File: config.mk
export PLATFORM = sky130hd
export DESIGN_NAME = ber_tlv_stream_decoder_core_flat
export DESIGN_NICKNAME = d
export VERILOG_FILES = /design/src/rtl/btlv_pkg.sv /design/src/rtl/btlv_in_if.sv /design/src/rtl/btlv_out_if.sv /design/src/rtl/ber_tlv_stream_decoder_core.sv /design/src/rtl/btlv_in_stage.sv /design/src/rtl/btlv_parser.sv /design/src/rtl/btlv_out_stage.sv /design/src/flat_wrapper.sv
export SDC_FILE = /design/constraint.sdc
export NUM_CORES = 1
export LEC_CHECK = 0
export ABC_AREA = 1
export ABC_CLOCK_PERIOD_IN_PS = 5250
export BUFFER_PORTS_ARGS = -buffer_cell sky130_fd_sc_hd__buf_4
export CAP_MARGIN = 20
export CORE_MARGIN = 5
export CORE_UTILIZATION = 45
export CTS_CLUSTER_SIZE = 14
export DETAILED_ROUTE_END_ITERATION = 8
export GPL_TIMING_DRIVEN = 0
export PLACE_DENSITY = 0.69
export SYNTH_ARGS = -nofsm -noshare
export SYNTH_HDL_FRONTEND = slang
export SYNTH_SLANG_ARGS = --single-unit
File: constraint.sdc
create_clock -name clk -period 5.25 [get_ports clk]
set_input_delay 1.575 -clock clk [delete_from_list [all_inputs] [get_ports clk]]
set_output_delay 1.575 -clock clk [all_outputs]
set_load 0.03 [all_outputs]
File: src/rtl/btlv_pkg.sv
`timescale 1ns / 1ps

package btlv_pkg;

    localparam logic [2:0] ROLE_TAG   = 3'd0;
    localparam logic [2:0] ROLE_LEN   = 3'd1;
    localparam logic [2:0] ROLE_VALUE = 3'd2;
    localparam logic [2:0] ROLE_ERROR = 3'd3;
    localparam logic [2:0] ROLE_DISC  = 3'd4;

    localparam logic [1:0] ERR_NONE  = 2'd0;
    localparam logic [1:0] ERR_INDEF = 2'd1;
    localparam logic [1:0] ERR_LONG  = 2'd2;
    localparam logic [1:0] ERR_TRUNC = 2'd3;

    localparam logic [7:0] LEN_INDEF     = 8'h80;
    localparam logic [6:0] MAX_LEN_BYTES = 7'd4;

    typedef enum logic [4:0] {
        PH_TAG     = 5'b00001,
        PH_LEN     = 5'b00010,
        PH_LONG    = 5'b00100,
        PH_VALUE   = 5'b01000,
        PH_DISCARD = 5'b10000
    } phase_t;

    typedef struct packed {
        logic [7:0] data_byte;
        logic       end_of_buffer;
    } in_item_t;

    typedef struct packed {
        logic [2:0]  byte_role;
        logic [7:0]  record_tag;
        logic [31:0] value_length;
        logic        header_done;
        logic [7:0]  value_byte;
        logic [31:0] value_index;
        logic        record_done;
        logic [1:0]  fault_kind;
    } result_t;

endpackage

File: src/rtl/btlv_in_if.sv
`timescale 1ns / 1ps

interface btlv_in_if;
    logic       valid;
    logic       ready;
    logic [7:0] data_byte;
    logic       end_of_buffer;

    modport source (output valid, output data_byte, output end_of_buffer, input ready);
    modport sink (input valid, input data_byte, input end_of_buffer, output ready);
endinterface

File: src/rtl/btlv_out_if.sv
`timescale 1ns / 1ps

interface btlv_out_if;
    logic        valid;
    logic        ready;
    logic [2:0]  byte_role;
    logic [7:0]  record_tag;
    logic [31:0] value_length;
    logic        header_done;
    logic [7:0]  value_byte;
    logic [31:0] value_index;
    logic        record_done;
    logic [1:0]  fault_kind;

    modport source (
        output valid, output byte_role, output record_tag, output value_length,
        output header_done, output value_byte, output value_index,
        output record_done, output fault_kind, input ready
    );
    modport sink (
        input valid, input byte_role, input record_tag, input value_length,
        input header_done, input value_byte, input value_index,
        input record_done, input fault_kind, output ready
    );
endinterface

File: src/rtl/ber_tlv_stream_decoder_core.sv
// data path: a beat is held in the input register, decoded by the combinational parser and
// loaded into the result register when that register is empty or its result is being taken
// throughput: one byte per cycle, set by the single decode step between the
// input register and the result register, which both advance while the
// output is taken or empty
// reset: rst_n asynchronous active low; parser returns to expect tag, stages empty
`timescale 1ns / 1ps

module ber_tlv_stream_decoder_core
    import btlv_pkg::*;
(
    input  logic       clk,
    input  logic       rst_n,
    btlv_in_if.sink    in_ch,
    btlv_out_if.source out_ch
);

    logic     item_valid;
    in_item_t item;
    result_t  result;
    logic     load_ok;
    logic     take;

    assign take = item_valid && load_ok;

    btlv_in_stage u_in_stage (
        .clk        (clk),
        .rst_n      (rst_n),
        .in_ch      (in_ch),
        .take       (take),
        .item_valid (item_valid),
        .item       (item)
    );

    btlv_parser u_parser (
        .clk    (clk),
        .rst_n  (rst_n),
        .take   (take),
        .item   (item),
        .result (result)
    );

    btlv_out_stage u_out_stage (
        .clk     (clk),
        .rst_n   (rst_n),
        .take    (take),
        .result  (result),
        .load_ok (load_ok),
        .out_ch  (out_ch)
    );

endmodule

File: src/rtl/btlv_in_stage.sv
`timescale 1ns / 1ps

module btlv_in_stage
    import btlv_pkg::*;
(
    input  logic     clk,
    input  logic     rst_n,
    btlv_in_if.sink  in_ch,
    input  logic     take,
    output logic     item_valid,
    output in_item_t item
);

    logic     valid_reg;
    logic     valid_next;
    in_item_t item_reg;

    assign in_ch.ready = !valid_reg || take;

    always_comb
    begin
        valid_next = valid_reg;
        if (in_ch.ready)
        begin
            valid_next = in_ch.valid;
        end
    end

    always_ff @(posedge clk or negedge rst_n)
    begin
        if (!rst_n)
        begin
            valid_reg <= 1'b0;
        end
        else
        begin
            valid_reg <= valid_next;
        end
    end

    always_ff @(posedge clk)
    begin
        if (in_ch.valid && in_ch.ready)
        begin
            item_reg.data_byte     <= in_ch.data_byte;
            item_reg.end_of_buffer <= in_ch.end_of_buffer;
        end
    end

    assign item_valid = valid_reg;
    assign item       = item_reg;

endmodule

File: src/rtl/btlv_parser.sv
`timescale 1ns / 1ps

module btlv_parser
    import btlv_pkg::*;
(
    input  logic     clk,
    input  logic     rst_n,
    input  logic     take,
    input  in_item_t item,
    output result_t  result
);

    phase_t      phase_reg;
    phase_t      phase_next;
    logic [7:0]  held_tag_reg;
    logic [7:0]  held_tag_next;
    logic [31:0] acc_reg;
    logic [31:0] acc_next;
    logic [2:0]  len_left_reg;
    logic [2:0]  len_left_next;
    logic [31:0] val_left_reg;
    logic [31:0] val_left_next;
    logic [31:0] val_pos_reg;
    logic [31:0] val_pos_next;
    logic        header_end;
    logic [7:0]  b;
    logic        eob;

    assign b   = item.data_byte;
    assign eob = item.end_of_buffer;

    always_comb
    begin
        result            = '0;
        result.byte_role  = ROLE_DISC;
        result.record_tag = held_tag_reg;
        result.fault_kind = ERR_NONE;
        phase_next        = phase_reg;
        held_tag_next     = held_tag_reg;
        acc_next          = acc_reg;
        len_left_next     = len_left_reg;
        val_left_next     = val_left_reg;
        val_pos_next      = val_pos_reg;
        header_end        = 1'b0;

        case (phase_reg)
            PH_TAG:
            begin
                held_tag_next     = b;
                result.record_tag = b;
                result.byte_role  = ROLE_TAG;
                phase_next        = PH_LEN;
            end
            PH_LEN:
            begin
                result.byte_role = ROLE_LEN;
                if (!b[7])
                begin
                    acc_next   = {24'd0, b};
                    header_end = 1'b1;
                end
                else if (b == LEN_INDEF)
                begin
                    result.fault_kind = ERR_INDEF;
                end
                else if (b[6:0] > MAX_LEN_BYTES)
                begin
                    result.fault_kind = ERR_LONG;
                end
                else
                begin
                    acc_next      = '0;
                    len_left_next = b[2:0];
                    phase_next    = PH_LONG;
                end
            end
            PH_LONG:
            begin
                result.byte_role = ROLE_LEN;
                acc_next         = {acc_reg[23:0], b};
                len_left_next    = len_left_reg - 3'd1;
                if (len_left_next == 3'd0)
                begin
                    header_end = 1'b1;
                end
            end
            PH_VALUE:
            begin
                result.byte_role    = ROLE_VALUE;
                result.value_length = acc_reg;
                result.value_byte   = b;
                result.value_index  = val_pos_reg;
                val_pos_next        = val_pos_reg + 32'd1;
                val_left_next       = val_left_reg - 32'd1;
                if (val_left_next == 32'd0)
                begin
                    result.record_done = 1'b1;
                    phase_next         = PH_TAG;
                end
            end
            default:
            begin
                result.byte_role = ROLE_DISC;
            end
        endcase

        if (header_end)
        begin
            result.header_done  = 1'b1;
            result.value_length = acc_next;
            if (acc_next == 32'd0)
            begin
                result.record_done = 1'b1;
                phase_next         = PH_TAG;
            end
            else
            begin
                val_left_next = acc_next;
                val_pos_next  = '0;
                phase_next    = PH_VALUE;
            end
        end

        if (result.fault_kind == ERR_NONE && eob && result.byte_role != ROLE_DISC
            && !result.record_done)
        begin
            result.fault_kind = ERR_TRUNC;
        end

        if (result.fault_kind != ERR_NONE)
        begin
            result.byte_role    = ROLE_ERROR;
            result.value_length = '0;
            result.header_done  = 1'b0;
            result.value_byte   = '0;
            result.value_index  = '0;
            result.record_done  = 1'b0;
            phase_next          = PH_DISCARD;
        end

        if (eob)
        begin
            phase_next = PH_TAG;
        end
    end

    always_ff @(posedge clk or negedge rst_n)
    begin
        if (!rst_n)
        begin
            phase_reg    <= PH_TAG;
            held_tag_reg <= '0;
            acc_reg      <= '0;
            len_left_reg <= '0;
            val_left_reg <= '0;
            val_pos_reg  <= '0;
        end
        else if (take)
        begin
            phase_reg    <= phase_next;
            held_tag_reg <= held_tag_next;
            acc_reg      <= acc_next;
            len_left_reg <= len_left_next;
            val_left_reg <= val_left_next;
            val_pos_reg  <= val_pos_next;
        end
    end

    a_eob_to_tag: assert property (@(posedge clk) disable iff (!rst_n)
        take && eob |=> phase_reg == PH_TAG)
        else $error("phase not back to tag after buffer end");

    a_err_role: assert property (@(posedge clk) disable iff (!rst_n)
        take |-> ((result.fault_kind != ERR_NONE) == (result.byte_role == ROLE_ERROR)))
        else $error("error code and error role disagree");

    a_err_to_discard: assert property (@(posedge clk) disable iff (!rst_n)
        take && result.byte_role == ROLE_ERROR && !eob |=> phase_reg == PH_DISCARD)
        else $error("error did not enter discard");

    a_value_only_in_value: assert property (@(posedge clk) disable iff (!rst_n)
        take && result.byte_role == ROLE_VALUE |-> phase_reg == PH_VALUE
            && acc_reg != 32'd0)
        else $error("value beat outside value phase");

endmodule

File: src/rtl/btlv_out_stage.sv
`timescale 1ns / 1ps

module btlv_out_stage
    import btlv_pkg::*;
(
    input  logic       clk,
    input  logic       rst_n,
    input  logic       take,
    input  result_t    result,
    output logic       load_ok,
    btlv_out_if.source out_ch
);

    logic    valid_reg;
    logic    valid_next;
    result_t result_reg;

    assign load_ok = !valid_reg || out_ch.ready;

    always_comb
    begin
        valid_next = valid_reg;
        if (load_ok)
        begin
            valid_next = take;
        end
    end

    always_ff @(posedge clk or negedge rst_n)
    begin
        if (!rst_n)
        begin
            valid_reg <= 1'b0;
        end
        else
        begin
            valid_reg <= valid_next;
        end
    end

    always_ff @(posedge clk)
    begin
        if (take)
        begin
            result_reg <= result;
        end
    end

    assign out_ch.valid        = valid_reg;
    assign out_ch.byte_role    = result_reg.byte_role;
    assign out_ch.record_tag   = result_reg.record_tag;
    assign out_ch.value_length = result_reg.value_length;
    assign out_ch.header_done  = result_reg.header_done;
    assign out_ch.value_byte   = result_reg.value_byte;
    assign out_ch.value_index  = result_reg.value_index;
    assign out_ch.record_done  = result_reg.record_done;
    assign out_ch.fault_kind   = result_reg.fault_kind;

endmodule

File: src/flat_wrapper.sv
// flat-port wrapper written by rule: the top's interface ports become plain ports
module ber_tlv_stream_decoder_core_flat import btlv_pkg::*;
  (clk, rst_n, in_ch_valid, in_ch_data_byte, in_ch_end_of_buffer, in_ch_ready, out_ch_valid, out_ch_byte_role, out_ch_record_tag, out_ch_value_length, out_ch_header_done, out_ch_value_byte, out_ch_value_index, out_ch_record_done, out_ch_fault_kind, out_ch_ready);
  btlv_in_if in_ch_i ();
  btlv_out_if out_ch_i ();
  input  logic clk;
  input  logic rst_n;
  input wire logic [$bits(in_ch_i.valid)-1:0] in_ch_valid;
  input wire logic [$bits(in_ch_i.data_byte)-1:0] in_ch_data_byte;
  input wire logic [$bits(in_ch_i.end_of_buffer)-1:0] in_ch_end_of_buffer;
  output wire logic [$bits(in_ch_i.ready)-1:0] in_ch_ready;
  output wire logic [$bits(out_ch_i.valid)-1:0] out_ch_valid;
  output wire logic [$bits(out_ch_i.byte_role)-1:0] out_ch_byte_role;
  output wire logic [$bits(out_ch_i.record_tag)-1:0] out_ch_record_tag;
  output wire logic [$bits(out_ch_i.value_length)-1:0] out_ch_value_length;
  output wire logic [$bits(out_ch_i.header_done)-1:0] out_ch_header_done;
  output wire logic [$bits(out_ch_i.value_byte)-1:0] out_ch_value_byte;
  output wire logic [$bits(out_ch_i.value_index)-1:0] out_ch_value_index;
  output wire logic [$bits(out_ch_i.record_done)-1:0] out_ch_record_done;
  output wire logic [$bits(out_ch_i.fault_kind)-1:0] out_ch_fault_kind;
  input wire logic [$bits(out_ch_i.ready)-1:0] out_ch_ready;
  assign in_ch_i.valid = in_ch_valid;
  assign in_ch_i.data_byte = in_ch_data_byte;
  assign in_ch_i.end_of_buffer = in_ch_end_of_buffer;
  assign in_ch_ready = in_ch_i.ready;
  assign out_ch_valid = out_ch_i.valid;
  assign out_ch_byte_role = out_ch_i.byte_role;
  assign out_ch_record_tag = out_ch_i.record_tag;
  assign out_ch_value_length = out_ch_i.value_length;
  assign out_ch_header_done = out_ch_i.header_done;
  assign out_ch_value_byte = out_ch_i.value_byte;
  assign out_ch_value_index = out_ch_i.value_index;
  assign out_ch_record_done = out_ch_i.record_done;
  assign out_ch_fault_kind = out_ch_i.fault_kind;
  assign out_ch_i.ready = out_ch_ready;
  ber_tlv_stream_decoder_core u_core (.clk(clk), .rst_n(rst_n), .in_ch(in_ch_i), .out_ch(out_ch_i));
endmodule
### After elaboration in Yosys (flattened, before gate mapping)

Cells that the tools add are included.

| word-level totals | value |
|---|---|
| output and inout port bits | 89 |
| bits of input ports | 13 |
| bits in registers | 210 |
| logic and storage cells | 96 |

| operators by class | value |
|---|---|
| mux-type cells | 39 |
| eq/ne operators | 13 |
| $lt $le $gt $ge | 1 |
| reductions and logical operators | 21 |
| bitwise operators | 1 |
| add/subtract/negate cells | 3 |

Operators with widths:

| operator | number |
|---|---|
| $mux 32 | 10 |
| $logic_not 32->1 | 2 |
| $pmux 32 s2 | 1 |
| $mux 5 | 7 |
| $mux 33 | 1 |
| $add 32x1->32 const B | 1 |
| $sub 32x1->32 const B | 1 |
| $ne 5x4->1 const B | 3 |
| $pmux 5 s3 | 1 |
| $mux 2 | 5 |
| $mux 3 | 3 |
| $pmux 3 s3 | 1 |
| $eq 8x8->1 const B | 1 |
| $mux 8 | 1 |
| $gt 7x3->1 const B | 1 |
| $mux 1 | 6 |
| $pmux 3 s2 | 1 |
| $reduce_and 6->1 | 1 |
| $reduce_bool 6->1 | 1 |
| $eq 5x1->1 const B | 1 |
| $eq 5x2->1 const B | 1 |
| $eq 5x3->1 const B | 1 |
| $eq 5x4->1 const B | 1 |
| $logic_and 1x1->1 | 5 |
| 15 further kinds | 21 |

### Logic depth before layout (Yosys ltp)

| depth | value |
|---|---|
| depth in word-level cells | 14 |
| mapped depth | 19 |
| depth with buffers taken out | 19 |

### By module

From an unflattened synthesis, not the netlist that was laid out.

| second synthesis, totals | value |
|---|---|
| cell total of the unflattened synthesis | 1406 |
| area total of the unflattened synthesis | 11370.9 µm² |

By module, submodules not included:

| module | cells each | instances | seq. area each (µm²) | area an instance (µm²) |
|---|---|---|---|---|
| btlv_parser | 1297 | 1 | 2803.9 | 8390.5 |
| btlv_out_stage | 92 | 1 | 2637.5 | 2657.5 |
| btlv_in_stage | 15 | 1 | 295.3 | 315.3 |
| ber_tlv_stream_decoder_core | 2 | 1 | 0.0 | 7.5 |

### Worst setup path before layout

No wires, ideal clock.

| timing path | value |
|---|---|
| path kind | input port to flip-flop |
| start | input port out_ch_ready |
| end | register u_core.u_out_stage.result_reg, in the netlist u_core.u_out_stage.out_ch.byte_role[0] (enable) |
| path buffers | 3 |
| arrival time | 4.966 ns |
| cell stages on the path | 7 |
| setup time | 0.483 ns |
| data required time | 4.767 ns |
| path slack | -0.199 ns |
| cells stage by stage | inv_1 nand2_1 nand2_1 inv_1 clkbuf_1 clkbuf_1 clkbuf_1 |

| between the ends | value |
|---|---|
| word-level cells in the longest chain between the ends | 2 |

Ends and longest elaborated chain:

| what | line | text |
|---|---|---|
| start: declaration | flat_wrapper.sv:21 | `input wire logic [$bits(out_ch_i.ready)-1:0] out_ch_ready;` |
| $logic_or 1x1->1 | btlv_out_stage.sv:18 | `assign load_ok = !valid_reg \|\| out_ch.ready;` |
| $logic_and 1x1->1 | ber_tlv_stream_decoder_core.sv:24 | `assign take = item_valid && load_ok;` |
| via u_core.take | ber_tlv_stream_decoder_core.sv:22 | `logic take;` |
| end signal: assignment | btlv_out_stage.sv:45 | `result_reg <= result;` |
| end: declaration | btlv_out_stage.sv:16 | `result_t result_reg;` |

The timed path passes the listed nets, and every way through them passes these cells.
A chain may end at the register's enable or synchronous reset.

### Final worst setup path

| timing path | value |
|---|---|
| start | input port out_ch_ready |
| end | register u_core.u_out_stage.result_reg, in the netlist u_core.u_out_stage.out_ch.value_length[10] (enable) |

Same word-level chain as after synthesis.

==> run metrics <==
status=finished clean; Final Skew=15.6 ps; critical path endpoint category=register; share of layout cells above drive strength 1=13.3%; vias in the first global route=9682; maximum fanout along the worst path=51; clk buf depth=3; Worst-Skew Late Latency=520 ps; post-synthesis cell count=1412; multi-input combinational cell area=0.00454 mm2; DRT Wirelength=32900 um; CTS H-tree depth=1; Synth top area share=25.3%; Clock Sinks=210; register bit total from synthesis=210; hold_buf cts=0; clk slew on worst S/H paths=60 ps; Core Rows=58; CTS tree=done; core box area=0.0250 mm2; die height=169 um; register area=0.00574 mm2; WS Path Type=primary input to register; initial antenna violation count=0; Synth top cells by count=311 x nand2_1, 216 x inv_1, 186 x nor2_1, 113 x dfrtp_1, 96 x edfxtp_1; Async SR Flop Fraction=54.3%; Setup crit start kind=primary input; synthesized area=0.0114 mm2; Fin Setup TNS=0 ps; number of synthesized flops with an enable pin=96; worst rel slew slack=46.5%; vias=10200; post-route clock period utilization=78.0%; routing usage on met1=32.3%; Nets=1560; final hold vios=0; grt peak-use layer=met2; die area=0.0286 mm2; Final Total Pwr=7.83 mW; delay of the slowest critical-path stage=750 ps; Yosys cell types=43; fmax=0.244 GHz; Ports=102; first-pass detailed-route iteration total=5; Net Count, Synth=1430; M3 GR Usage=3.90%; Final Worst Setup Slack=1150 ps; TritonCTS Buffers=24; RSZ-0062 raised after global routing=false; # diodes=0; root buf cell=clkbuf_16; worst hold slack=503 ps; ranking of synthesized cells by area=edfxtp_1 25%, dfrtp_1 25%, nand2_1 10%, inv_1 7.1%, nor2_1 6.1%; total track usage=22.9%; Initial Utilization=45.5%; Layout fillers=2351; wire per inst=17.4 um; Placed Instances=1846; Worst Path Arrival=4290 ps; total grt overflow=0; max cap viols=0; Top FF cell, synth=dfrtp_1; leakage power=6.19 nW; Worst-Margin Slew=802 ps; Resize count post-CTS=0; CP max stage cell=clkbuf_4; Ys Warns=0; Layout area overhead=17.7%; detailed-route DRC error count=0; dpl hpwl=24400 um; initial DRC count=951; first-pass GRT wire length=52800 um; crit path time final=4100 ps; chip width=169 um; Finished Layout Cells=1890; largest net degree at the start of global routing=73; Worst Hold Class=register to register; Slew Limit Fails=0; Data required, critical path=5440 ps; synthesized area per cell=8.06 um2; most frequent cell after synthesis=nand2_1; worst-path cell chain=buf_4 > inv_1 > nand2_1 > nand2_1 > inv_1 > clkbuf_1 > clkbuf_1 > clkbuf_4 > buf_16; # port buffers=101; Routed Antenna Nets=0; postcts setup bufs=0; VDD IR max=0.267 mV; routability cong.=0.943; pwr dens=584 mW/mm2; Yosys top cell by area=edfxtp_1; vias per inst=5.37; met2 Usage GRT=36.2%; Final setup violation count=0; post-place setup slack=662 ps; sequential-to-total area share from yosys stat=50.4%
## layer usage
| layer | part of all wire, % | wire, um |
|---|---|---|
| met1 | 43 | 14300 |
| met2 | 45 | 14900 |
| met3 | 7.9 | 2590 |
| met4 | 3.4 | 1120 |
| met5 | 0 | 0 |
## layout make-up
| class | instances | share of cell area [%] |
|---|---|---|
| Clock inverter | 11 | 0.775 |
| Multi-Input combinational cell | 927 | 33.9 |
| Tap cell | 330 | 3.08 |
| Clock buffer | 33 | 5.04 |
| Sequential cell | 210 | 42.8 |
| Inverter | 223 | 6.24 |
| Buffer | 52 | 2.04 |
| Timing Repair Buffer | 104 | 6.13 |
## worst paths after layout
path,slack (ps),startpoint,cells after the start,end
hold / removal,500,u_core.u_parser.phase_reg[0],2,u_core.u_parser.phase_reg[0]
hold reg to reg,500,u_core.u_parser.phase_reg[0],2,u_core.u_parser.phase_reg[0]
setup reg to reg,1580,u_core.u_parser.val_left_reg[0],15,u_core.u_out_stage.out_ch.value_length[23]
min in group asynchronous,980,rst_n,1,u_core.u_parser.acc_reg[19]
max in group asynchronous,3510,rst_n,2,u_core.u_parser.phase_reg[0]
setup / recovery,1150,out_ch_ready,9,u_core.u_out_stage.out_ch.value_length[10]
## through the flow
stage               instance area [um2]  utilization (%)
finish                            13400             53.5
global route                      13400             53.5
CTS                               13400             53.5
detailed placement                12600             50.4
global placement                  12600             50.2
floorplan                         11400                -
## cell usage in the layout, fill, tap and decap left out, types with 3 or more instances in the layout
| cell | count |
|---|---|
| a21oi_1 | 45 |
| buf_2 | 16 |
| buf_4 | 101 |
| buf_6 | 8 |
| clkbuf_1 | 32 |
| clkbuf_16 | 25 |
| clkinv_1 | 5 |
| dfrtp_1 | 113 |
| edfxtp_1 | 96 |
| ha_1 | 5 |
| inv_1 | 216 |
| inv_2 | 7 |
| nand2_1 | 311 |
| nand2_2 | 3 |
| nand3_1 | 82 |
| nand3_2 | 3 |
| nand3_4 | 3 |
| nand3b_1 | 6 |
| nand4_1 | 27 |
| nor2_1 | 186 |
| nor2_2 | 10 |
| nor2_4 | 5 |
| nor3_1 | 21 |
| nor4_1 | 11 |
| o2111ai_1 | 3 |
| o211ai_1 | 27 |
| o21ai_0 | 78 |
| o21ai_1 | 34 |
| o221ai_1 | 28 |
| o31ai_1 | 3 |
| or2_2 | 6 |
| xor2_1 | 15 |
## worst max-delay path, delay by kind of cell
family | cells | cell delay [ps]
buf+inv | 7 | 2400
simple gates | 2 | 250
## power by group
part	internal, mW	switching (mW)
logic	1.09	2.48
registers	2.25	0.349
clock network	0.994	0.664
## cells by family (layout without fill, tap and decap cells)
logic type,Yosys count,after routing,synth area share [%]
and+or+nand+nor,681,681,26.3
buffers and inverters,275,423,9.72
DFF,210,210,50.4
AOI/OAI and AO/OA,225,225,11.8
adders and majority gates,5,5,0.549
xor gates and xnor gates,16,16,1.23
No activity file was read; power rests on OpenSTA's default activity.
